$ cat config.mk
export PLATFORM = sky130hd
export DESIGN_NAME = srfu_ctrl
export DESIGN_NICKNAME = d
export VERILOG_FILES = /design/src/design/srfu_pkg.sv /design/src/design/srfu_ctrl.sv
export VERILOG_INCLUDE_DIRS = /design/src /design/src/design
export SDC_FILE = /design/constraint.sdc
export NUM_CORES = 1
export LEC_CHECK = 0
export BUFFER_PORTS_ARGS = -buffer_cell sky130_fd_sc_hd__buf_2
export CAP_MARGIN = 20
export CORE_AREA = 2 2 39 41
export CTS_BUF_LIST = sky130_fd_sc_hd__clkbuf_4
export CTS_CLUSTER_SIZE = 20
export DETAILED_ROUTE_END_ITERATION = 12
export DIE_AREA = 0 0 41 43
export HOLD_SLACK_MARGIN = 0.15
export PLACE_DENSITY_LB_ADDON = 0.15
export SLEW_MARGIN = 30
export SYNTH_ARGS = -nofsm -noshare
export SYNTH_HDL_FRONTEND = slang
export SYNTH_SLANG_ARGS = --single-unit
$ cat constraint.sdc
create_clock -name clk -period 1.7 [get_ports clk]
set_clock_uncertainty 0.15 [all_clocks]
set_input_delay 0.34 -clock clk [delete_from_list [all_inputs] [get_ports clk]]
set_output_delay 0.34 -clock clk [all_outputs]
set_load 0.03 [all_outputs]
$ cat src/design/assert_macros.svh
// assertion macros shared by the scoped register file modules
// no dependencies; take in with a bare include
`ifndef ASSERT_MACROS_SVH
`define ASSERT_MACROS_SVH

// property must hold at every rising clock edge outside reset
`define SRFU_ASSERT(lbl, clk, rst_n, prop, msg) \
lbl: assert property (@(posedge clk) disable iff (!rst_n) (prop)) else $error(msg);

// property must never hold outside reset
`define SRFU_NEVER(lbl, clk, rst_n, prop, msg) \
lbl: assert property (@(posedge clk) disable iff (!rst_n) !(prop)) else $error(msg);

`endif

$ cat src/design/srfu_pkg.sv
// types and codes for the scoped register file with undo
// no dependencies
`timescale 1ns / 1ps

package srfu_pkg;

	localparam int NUM_BANKS = 3;

	localparam logic [1:0] OP_READ  = 2'd0;
	localparam logic [1:0] OP_WRITE = 2'd1;
	localparam logic [1:0] OP_OPEN  = 2'd2;
	localparam logic [1:0] OP_CLOSE = 2'd3;

	localparam logic [1:0] BANK_COUNT = 2'd0;
	localparam logic [1:0] BANK_DIM   = 2'd1;
	localparam logic [1:0] BANK_GLUE  = 2'd2;

	localparam logic [1:0] ST_OK         = 2'd0;
	localparam logic [1:0] ST_NO_SCOPE   = 2'd1;
	localparam logic [1:0] ST_UNDO_FULL  = 2'd2;
	localparam logic [1:0] ST_SCOPE_FULL = 2'd3;

	typedef struct packed {
		logic [1:0]         op;
		logic [1:0]         bank;
		logic [7:0]         reg_index;
		logic signed [31:0] write_value;
		logic               is_global;
	} cmd_t;

	typedef struct packed {
		logic signed [31:0] read_value;
		logic [1:0]         status;
	} result_t;

	typedef struct packed {
		logic [1:0]  bank;
		logic [7:0]  index;
		logic [31:0] old;
	} undo_entry_t;

	// controller to datapath
	typedef struct packed {
		logic clear;
		logic accept;
		logic exec;
		logic undo;
	} ctl_t;

	// datapath to controller
	typedef struct packed {
		logic clr_last;
		logic close_open;
		logic undo_done;
	} sts_t;

endpackage

$ cat src/design/srfu_ctrl.sv
// controller: clearing sweep, accept, execute and undo walk sequencing
// depends on srfu_pkg and assert_macros.svh
`timescale 1ns / 1ps
`include "assert_macros.svh"

module srfu_ctrl (
	input  logic           clk,
	input  logic           arst_n,
	input  logic           start,
	output logic           busy,
	output logic           done,
	output srfu_pkg::ctl_t ctl,
	input  srfu_pkg::sts_t sts
);

	localparam logic [1:0] S_CLEAR = 2'd0;
	localparam logic [1:0] S_IDLE  = 2'd1;
	localparam logic [1:0] S_EXEC  = 2'd2;
	localparam logic [1:0] S_UNDO  = 2'd3;

	logic [1:0] state_q, state_d;
	logic       done_q, done_d;

	always_comb begin
		state_d = state_q;
		done_d  = 1'b0;
		unique case (state_q)
			S_CLEAR: begin
				if (sts.clr_last) begin
					state_d = S_IDLE;
				end
			end
			S_IDLE: begin
				if (start) begin
					state_d = S_EXEC;
				end
			end
			S_EXEC: begin
				if (sts.close_open) begin
					state_d = S_UNDO;
				end else begin
					state_d = S_IDLE;
					done_d  = 1'b1;
				end
			end
			S_UNDO: begin
				if (sts.undo_done) begin
					state_d = S_IDLE;
					done_d  = 1'b1;
				end
			end
			default: begin
				state_d = S_CLEAR;
			end
		endcase
	end

	always_ff @(posedge clk or negedge arst_n) begin
		if (!arst_n) begin
			state_q <= S_CLEAR;
			done_q  <= 1'b0;
		end else begin
			state_q <= state_d;
			done_q  <= done_d;
		end
	end

	assign ctl.clear  = state_q == S_CLEAR;
	assign ctl.accept = (state_q == S_IDLE) && start;
	assign ctl.exec   = state_q == S_EXEC;
	assign ctl.undo   = state_q == S_UNDO;
	assign busy       = state_q != S_IDLE;
	assign done       = done_q;

	`SRFU_ASSERT(a_accept_exec, clk, arst_n, ctl.accept |=> ctl.exec, "accept did not execute")
	`SRFU_ASSERT(a_done_source, clk, arst_n, done |-> $past(ctl.exec || ctl.undo), "word without work")
	`SRFU_NEVER(a_done_busy, clk, arst_n, done && busy, "word while busy")

endmodule

Word level (Yosys, flattened, before mapping)
Cells that the tools add are included.
W data, S select, Z words.
{ "op_classes": {"n_addsub": 0, "multipliers": 0, "div": 0, "order_cmp": 0, "eq_ne": 7, "shifts": 0, "mux": 8, "n_bitwise": 0, "reduce_logical": 3} }
{ "op_table": {"columns": ["op", "n"], "rows": [
  ["$mux W2", 4],
  ["$pmux W2 S4", 1],
  ["$ne A2 B1 Y1 const B", 3],
  ["$eq A2 B2 Y1 const B", 2],
  ["$reduce_and A3 Y1", 1],
  ["$eq A2 B1 Y1 const B", 1],
  ["$logic_not A2 Y1", 1],
  ["$mux W1", 2],
  ["$ne A2 B2 Y1 const B", 1],
  ["$pmux W1 S2", 1],
  ["$logic_and A1 B1 Y1", 1]
]} }
{ "word_totals": {"register_bits": 3, "latch_bits": 0, "ram_bits": 0, "rom_bits": 0, "input_bits": 6, "output_inout_bits": 6, "memories": 0} }

Logic depth before layout (Yosys ltp)
Gate-level depths: netlist of run 1.
{ "depth": {"depth_word": 3, "depth_mapped": 5, "depth_no_buf": 5} }

Worst setup path before layout of run 1
No wires, ideal clock.
{ "synth_path": {"kind": "reg2out", "start": "register state_q[1]", "end": "output ctl[2] (netlist name)", "arrival_ns": 1.289, "path_slack_ns": -0.079, "path_stages_with_launch": 5, "path_cell_list": "dfrtp_1 > inv_1 > ha_1 > inv_1 > nor2_1"} }
{ "synth_lines": {"columns": ["element", "line", "source"], "rows": [
  ["from (decl)", "srfu_ctrl.sv:21", "logic [1:0] state_q, state_d;"],
  ["from (signal assigned)", "srfu_ctrl.sv:63", "state_q <= state_d;"],
  ["to (decl)", "srfu_ctrl.sv:12", "output srfu_pkg::ctl_t ctl,"]
]} }

==> qor.txt, run 1 <==
Fmax = 610 MHz
Clock Tree Buf Depth = 2
Lkg Pwr = 0.223 nW
Post-Syn Area per Cell = 9.47 sq um
Wl on met1 = 176 um
Share of cells above drive strength 1 = 54.8%
Die width = 41 um
Largest stage delay on the critical path = 0.43 ns
Post-Syn Instances = 23
Clock sink count = 3
Die Y-Extent = 43 um
Core Area = 1380 sq um
WHS Endpoint = done
Register area share after synthesis = 34.5%
Worst path slowest cell = dfrtp_1
Final core utilization = 27.6%
Post-DRT Antenna Nets = 0
Antenna diode count = 0
Total GRT Usage = 7.02%
Grt ovf = 0
Vias in the first global route = 196
Synth warn = 0
Sw Share = 45.0%
Psw = 334 uW
Arr. time, crit path = 1.15 ns
CP Data Required Time = 1.21 ns
Register share of total power = 17.6%
Syn Nets = 34
Synth unique cells = 9
Status = finished clean
Hold Path Class = input port to flip-flop
Bufs and invs on worst path = 2
Relative slew margins = 82.4%
R2R Path End = state_q[1]
Measured slew at the worst slew-check pin = 0.264 ns
Internal power = 408 uW
DR top layer = met4
GPL Wtd Cong = 0.608
Die area = 1760 sq um
Clk pwr share = 19.1%
RSZ-0062 raised after global routing = false
WHS Path Cells = 2
Worst-Skew Late Latency = 0.23 ns
Multi-input logic area = 134 sq um
Internal reg-to-reg setup slack = 0.09 ns
Met3 routed WL = 46 um
Final wirelength = 499 um
CTS tree = built
Final worst setup slack = 0.0596 ns
DR iter-0 viols = 5
Largest net degree at the start of global routing = 5
Total negative setup slack = 0 ns
Area fraction of the dominant cell type after synthesis = 34.5%
Period minus WS final = 1.64 ns
Post-synthesis cell area = 218 sq um
Period Utilization, post-route = 96.5%
Reg-to-reg critical path startpoint = state_q[0]
Initial antenna violation count = 0
Cts bufs inserted = 3
Cell Chain, Critical Path = inv_2 > ha_1 > clkbuf_4
Initial core utilization = 15.7%
Detail-routed net length per standard cell = 8.60 um
Via count = 218
Hold Crit Start = sts[1]
Cells on worst reg2reg path = 5
Max VDD drop = 0.417 mV
Clk slew on worst S/H paths = 0.04 ns
Kind of critical path = flip-flop to output port
Gate power share = 63.3%
Synth area leaders = dfrtp_1 34%, ha_1 29%, inv_1 12%
Register bit total from synthesis = 3
H-Tree Depth = 1
Met2 WL = 265 um
Worst path top cell family by delay = flip-flops
Cell Pwr Density = 1940 nW/um^2
Row cnt = 14
Final Hold Vio Count = 0
Register area = 75.1 sq um
Max_cap viols = 0
Num ports = 12
Top cell type by total area after synthesis = dfrtp_1
CTS Root Cell = clkbuf_4
Worst-path fanout max = 4
Startpoint Class = flip-flop
Max Slew Vio Count = 0
DR pass1 iterations = 4
Nets@finish = 54
# setup viols final = 0
Worst Setup End Kind = output port
I/O Buffers = 11
Vias per std cell = 3.76
# fillers = 160
Worst slack, placed = 0.0966 ns
Area growth from synthesis to layout = 75.3%
DRC viols = 0
First-pass GRT wire length = 752 um
[synth_stat cells]
cell type,instances
a21o_1,1
o21ai_0,1
inv_1,7
a222oi_1,1
nand2_1,2
nor2_1,1
ha_1,5
dfrtp_1,3
mux2i_1,2
[layout make-up]
type | count | share of cell area, %
multi-input combinational | 13 | 35.1
inverter | 7 | 6.89
sequential | 3 | 19.7
tap | 16 | 5.25
timing repair buffer | 15 | 25.2
clock buffer | 4 | 7.87
[placed cells by master (no fill, tap or decap)]
cell,Yosys,layout
inv_2,0,2
dlygate4sd3_1,0,1
buf_6,0,1
clkbuf_4,0,5
a222oi_1,1,1
a21o_1,1,1
ha_1,5,3
buf_2,0,9
ha_4,0,1
o21ai_0,1,1
dfrtp_1,3,3
nor2_2,0,1
mux2i_1,2,2
buf_4,0,3
inv_1,7,5
nand2_1,2,2
ha_2,0,1
[how the worst max path moves through the flow]
stage / start / to / slack [ns] / cells after the start
after global placement: state_q[0] / state_q[0] / 0.12 / 5
after floorplan: state_q[0] / state_q[0] / 0.02 / 4
final: state_q[0] / ctl[3] / 0.06 / 3
after detailed placement: state_q[1] / ctl[2] / 0.1 / 5
after CTS: state_q[0] / ctl[3] / 0.02 / 3
after global routing: state_q[1] / ctl[2] / 0.006 / 5
[what timing repair did]
item / CTS / global route
setup endpoints to repair: 2 / 3
hold buffers: 1 / 0
endpoints found under the hold margin: 3 / 0
setup buffers: 1 / 1
gates resized for setup: 4 / 4
pin swaps: 0 / 1
[cell families after synthesis]
logic type / synth area share (%)
flops: 34.5
buf+inv: 12.1
simple gates: 5.17
compound gates: 10.3
fa+ha+maj: 28.7
mux: 9.20
[per-layer routing]
layer	vias to the layer above	GRT usage, %
met3	2	4.71
met5	-	0
met4	0	6.00
met2	11	10.3
met1	97	6.09
li1	108	-
[stage by stage]
step / area [sq um] / instances / hold slack (ns) / total power, mW
2_1_floorplan: 220 / 23 / -0.106 / 0.417
3_3_place_gp: 303 / 51 / -0.0146 / 0.522
3_5_place_dp: 303 / 51 / -0.0111 / 0.522
4_1_cts: 365 / 57 / 0.179 / 0.722
5_1_grt: 382 / 58 / 0.188 / 0.802
6_report: 382 / 58 / 0.180 / 0.742
[worst register-to-register path, delay by kind of cell (launching register included)]
| kind | cells | cell delay, ns |
|---|---|---|
| flops | 1 | 0.43 |
| compound gates | 1 | 0.30 |
| buf+inv | 2 | 0.26 |
| fa+ha+maj | 1 | 0.22 |
| mux | 1 | 0.17 |
[power groups by stage]
stage                     clock network (mW)  registers [mW]  logic (mW)
after global routing                   0.156           0.134       0.512
final                                  0.142           0.131       0.470
after floorplan                            0           0.137       0.281
after global placement                     0           0.126       0.396
after detailed placement                   0           0.126       0.397
after CTS                              0.149           0.127       0.445
[registers in the layout, indices dropped and copies added (netlist names)]
name,cells
state_q,2
done,1
Note: power is estimated with default switching activity, not from simulation.
==> inputs of run 2 (changes only) <==
- SETUP_SLACK_MARGIN: default -> 0.15
==> run 2 against run 1 <==
Effect of this change: hold slack lost 0.014 ns; register-to-register slack lost 0.03 ns; clock-buffer cell count is the same; critical endpoint is now state_q[0]; final cell count grew 5.2%; sequential power grew 17%; sequential share of layout area shrank 2.9 points; largest power group unchanged; utilization grew 5.9 points; setup slack lost 0.0022 ns; combinational power grew 34%; flip-flop and latch count is the same; critical path depth grew 2; largest cell class unchanged.
==> qor.txt, run 2 (same netlist as run 1, synthesis figures left out) <==
Max_cap viols = 0 (unchanged)
Detail-routed net length per standard cell = 9.74 um (+13%)
Worst path top cell family by delay = flip-flops
Via count = 228 (+4.6%)
Initial core utilization = 15.7% (unchanged)
Startpoint Class = flip-flop
DR pass1 iterations = 4 (unchanged)
Arr. time, crit path = 1.64 ns (+0.49 ns)
Status = finished clean
Most used cell along the critical path = buf_4
Share of cells above drive strength 1 = 68.9% (+14 points)
Cell Chain, Critical Path = buf_4 > ha_4 > a222oi_1 > buf_4 > mux2i_1
Largest net degree at the start of global routing = 5 (unchanged)
Cts bufs inserted = 3 (unchanged)
Clock sink count = 3 (unchanged)
Bufs and invs on worst path = 2 (unchanged)
Final wirelength = 594 um (+19%)
RSZ-0062 raised after global routing = true
Max FFs per register = 2 (unchanged)
Final worst setup slack = 0.0574 ns (-0.00221 ns)
Commonest non-fill, non-tap cells in the layout = 7 x buf_4, 6 x buf_2, 4 x inv_1, 4 x clkbuf_4, 4 x buf_6
Post-DRT Antenna Nets = 0 (unchanged)
Clock Tree Buf Depth = 2 (unchanged)
Top reg by flops = state_q
CTS Root Cell = clkbuf_4
Max Slew Vio Count = 0 (unchanged)
Vias per std cell = 3.74 (-0.56%)
H-Tree Depth = 1 (unchanged)
Total GRT Usage = 8.03% (+1.0 points)
Die width = 41 um (unchanged)
Area growth from synthesis to layout = 113%
Worst path slowest cell = dfrtp_2
Most common cell after layout, fill and taps aside = buf_4
Worst-Skew Late Latency = 0.24 ns (about the same)
Grt ovf = 0 (unchanged)
Hold Path Class = input port to flip-flop
Die Y-Extent = 43 um (unchanged)
Die area = 1760 sq um (unchanged)
Worst Setup End Kind = flip-flop
First-pass GRT wire length = 890 um (+18%)
Relative slew margins = 82.1% (-0.29 points)
Lkg Pwr = 0.241 nW (+8.2%)
I/O Buffers = 11 (unchanged)
Fmax = 609 MHz (-0.13%)
Cells on worst reg2reg path = 5 (unchanged)
GPL Wtd Cong = 0.722 (+19%)
Largest stage delay on the critical path = 0.43 ns (about the same)
Core Area = 1380 sq um (unchanged)
# setup viols final = 0 (unchanged)
DRC viols = 0 (unchanged)
Kind of critical path = flip-flop to flip-flop
Antenna diode count = 0 (unchanged)
CTS tree = built
Worst-path fanout max = 3 (-1)
Cell Pwr Density = 2000 nW/um^2 (+3.1%)
DR iter-0 viols = 2 (-3)
Initial antenna violation count = 0 (unchanged)
WHS Path Cells = 2 (unchanged)
CP Data Required Time = 1.70 ns (+0.49 ns)
Critical path depth = 5 (+2)
Row cnt = 14 (unchanged)
Final Hold Vio Count = 0 (unchanged)
Num ports = 12 (unchanged)
Measured slew at the worst slew-check pin = 0.268 ns (+0.00442 ns)
Worst slack, placed = 0.113 ns (+0.0168 ns)
Period minus WS final = 1.64 ns (+0.00221 ns)
Period Utilization, post-route = 96.6% (+0.13 points)
Total negative setup slack = 0 ns (unchanged)
Max VDD drop = 0.638 mV (+53%)
Post-detail-place hpwl = 415 um
Clk slew on worst S/H paths = 0.04 ns (about the same)
Vias in the first global route = 226 (+15%)
Nets@finish = 57 (+5.6%)
==> run 2: changes by cell type in the layout (fill, tap and decap cells not counted), sizes merged <==
cell,delta
buf,+4
clkbuf,-1
==> run 2: power by group <==
part	internal, mW	switching (mW)	total, mW
clock network	0.104	0.0420	0.146
logic	0.313	0.316	0.629
registers	0.107	0.0460	0.153
total	0.524	0.404	0.928
==> run 2: final cells by class <==
class / count / area (sq um)
well taps: 16 / 20.0
repair buffers: 18 / 138
flip-flops and latches: 3 / 77.6
clock buffers: 4 / 30.0
multi-input cells: 13 / 164
inverters: 7 / 33.8
fillers: 152 / 921
==> run 2: worst reg2reg max path, stage by stage (launching register included) <==
cell and delay [ns]:
dfrtp_2 0.43, buf_4 0.15, ha_4 0.15, a222oi_1 0.30, buf_4 0.18, mux2i_1 0.20
==> run 2: path summary, 6_finish.rpt <==
check / start / to / slack [ns]
max in group asynchronous: arst_n / state_q[0] / 1.00
min reg2reg: state_q[1] / state_q[1] / 0.49
min in group asynchronous: arst_n / state_q[1] / 0.28
min: sts[1] / done / 0.17
max reg2reg: state_q[1] / state_q[0] / 0.06
max: state_q[1] / state_q[0] / 0.06
==> run 2: per-layer routing <==
layer	wire length (um)	part of all wire, %	track usage [%]	vias up
met5	0	0	0	-
met4	0	0	6.00	0
li1	-	-	-	116
met1	255	43	9.65	102
met2	293	49	10.9	10
met3	45	7.6	3.14	0
==> run 2: what timing repair did <==
item                                    4_1_cts  5_1_grt
endpoints found under the setup margin        6        7
gates resized for setup                      15        2
pin swaps                                     0        1
gates cloned                                  0        0
buffers inserted                              4        1
hold endpoints to repair                      3        0
hold buffers                                  1        0
==> run 2: metrics by stage <==
step	hold slack, ns	cells	area, sq um	util [%]	power [mW]
6_report	0.166	61	463	33.5	0.928
5_1_grt	0.169	61	463	33.5	0.994
4_1_cts	0.153	60	453	32.7	0.914
3_5_place_dp	-0.0118	51	335	24.2	0.582
3_3_place_gp	-0.0107	51	335	24.2	0.584
2_1_floorplan	-0.106	23	253	-	0.488
==> inputs of run 3 (changes only) <==
- PLACE_DENSITY: default -> 0.42
- PLACE_DENSITY_LB_ADDON: 0.15 -> default
- clock period: 1.7 -> 1.65 ns (I/O delays scaled with it)
==> run 3 against run 2 <==
Effect of this change: first-iteration DRC count is 100% higher; via count up 2.6%; clock power down 3%; flip-flop and latch count unchanged; cell area increased by 2.7%; global-route usage is 0.60 points lower; die area unchanged; utilization is 0.90 points higher; wire length shrank 15%; clock-buffer cell count unchanged; sequential share of layout area is 0.44 points lower; highest routed layer unchanged.
==> qor.txt, run 3 (same netlist as run 1, synthesis figures left out) <==
GPL Wtd Cong = 0.686 (-5.0%)
Largest stage delay on the critical path = 0.44 ns (about the same)
Most common cell after layout, fill and taps aside = buf_2
Antenna diode count = 0 (unchanged)
Die Y-Extent = 43 um (unchanged)
Post-DRT Antenna Nets = 0 (unchanged)
Placed instance area = 335 sq um (unchanged)
Total GRT Usage = 7.43% (-0.60 points)
Period Utilization, post-route = 98.4%
Vias in the first global route = 233 (+3.1%)
Row cnt = 14 (unchanged)
Nets@finish = 57 (unchanged)
Status = finished clean
PnR Total Power = 948 uW (+2.2%)
CTS tree = built
Max VDD drop = 0.579 mV (-9.2%)
Vias per std cell = 3.84 (+2.6%)
Startpoint Class = flip-flop
Detail-routed net length per standard cell = 8.26 um (-15%)
Total negative setup slack = 0 ns (unchanged)
DRC viols = 0 (unchanged)
Grt ovf = 0 (unchanged)
Die area = 1760 sq um (unchanged)
CP Data Required Time = 1.17 ns (-0.53 ns)
Max FFs per register = 2 (unchanged)
Kind of critical path = flip-flop to output port
Post-detail-place hpwl = 383 um (-7.6%)
Final Hold Vio Count = 0 (unchanged)
Worst-path fanout max = 3 (unchanged)
Cell Pwr Density = 1990 nW/um^2 (-0.50%)
Fmax = 616 MHz
DR iter-0 viols = 4 (+2)
Num ports = 12 (unchanged)
Core Area = 1380 sq um (unchanged)
Max Slew Vio Count = 0 (unchanged)
H-Tree Depth = 1 (unchanged)
Final wirelength = 504 um (-15%)
Share of cells above drive strength 1 = 68.9% (unchanged)
Lkg Pwr = 0.243 nW (+0.65%)
DR pass1 iterations = 4 (unchanged)
RSZ-0062 raised after global routing = true
Clock Tree Buf Depth = 2 (unchanged)
Via count = 234 (+2.6%)
Top reg by flops = state_q
Arr. time, crit path = 1.14 ns (-0.50 ns)
Commonest non-fill, non-tap cells in the layout = 7 x buf_2, 6 x buf_6
Internal reg-to-reg setup slack = 0.09 ns (+0.03 ns)
CTS Root Cell = clkbuf_4
# setup viols final = 0 (unchanged)
I/O Buffers = 11 (unchanged)
Relative slew margins = 82.4% (+0.26 points)
Cell Chain, Critical Path = inv_4 > ha_4 > inv_2 > nor2_4 > buf_6
Area growth from synthesis to layout = 118%
Worst-Skew Late Latency = 0.23 ns (about the same)
Hold Path Class = input port to flip-flop
Post-route cell area = 475 sq um (+2.7%)
Die width = 41 um (unchanged)
Worst Setup End Kind = output port
Cts bufs inserted = 3 (unchanged)
First-pass GRT wire length = 841 um (-5.5%)
Initial core utilization = 15.7% (unchanged)
Final core utilization = 34.4% (+0.90 points)
Max_cap viols = 0 (unchanged)
Initial antenna violation count = 0 (unchanged)
Worst path slowest cell = dfrtp_2
Clk slew on worst S/H paths = 0.03 ns (about the same)
Largest net degree at the start of global routing = 5 (unchanged)
Period minus WS final = 1.62 ns
Clock sink count = 3 (unchanged)
Measured slew at the worst slew-check pin = 0.264 ns (-0.00393 ns)
[run 3: cell counts in the layout (fill, tap and decap cells not counted)]
No cell type changed its count.
[run 3: worst max-delay path: cells and delay by family, from the launching register on]
family	cells	cell delay [ns]
adder cells (fa/ha/maj)	1	0.13
buffers and inverters	3	0.26
flip-flops	1	0.44
AND/OR/NAND/NOR	1	0.07
[run 3: cell type report]
cell class              instances  area, sq um
multi-input cells              13          174
repair buffers                 18          143
flip-flops and latches          3         77.6
well taps                      16         20.0
inverters                       7         31.3
fillers                       145          908
clock buffers                   4         30.0
[run 3: repair_timing]
item / CTS / global route
resized for setup: 14 / 3
setup endpoints to repair: 7 / 7
hold endpoints to repair: 3 / 0
pin swaps: 1 / 1
hold buffers: 1 / 0
setup buffers: 3 / 2
[run 3: metrics by stage]
step,worst slack (ns),hold slack (ns),instances
floorplan,0.102,-0.116,23
global placement,0.0559,-0.0253,51
finish,0.0271,0.160,61
detailed placement,0.0708,-0.0249,51
CTS,0.0329,0.161,59
global route,-0.00592,0.197,61
[run 3: where the power goes]
| group | switching [mW] | leakage, nW | internal [mW] | total (mW) |
|---|---|---|---|---|
| sequential | 0.0509 | 0.0354 | 0.110 | 0.161 |
| clock | 0.0351 | 0.0184 | 0.107 | 0.142 |
| combinational | 0.322 | 0.189 | 0.324 | 0.646 |
| total | 0.408 | 0.243 | 0.540 | 0.948 |
[run 3: layer usage]
metal	global-route usage (%)	wire [um]	up-vias
met1	7.40	180	112
met3	3.14	25	0
li1	-	-	118
met2	11.3	298	4
met4	6.00	0	0
met5	0	0	-
[run 3: final timing paths]
| check | startpoint | to | cells past startpoint |
|---|---|---|---|
| max | state_q[1] | ctl[2] | 5 |
| min | sts[1] | done | 2 |
| max reg2reg | state_q[0] | state_q[1] | 5 |
| min reg2reg | state_q[1] | state_q[1] | 2 |
| max in group asynchronous | arst_n | state_q[1] | 2 |
| min in group asynchronous | arst_n | state_q[0] | 2 |
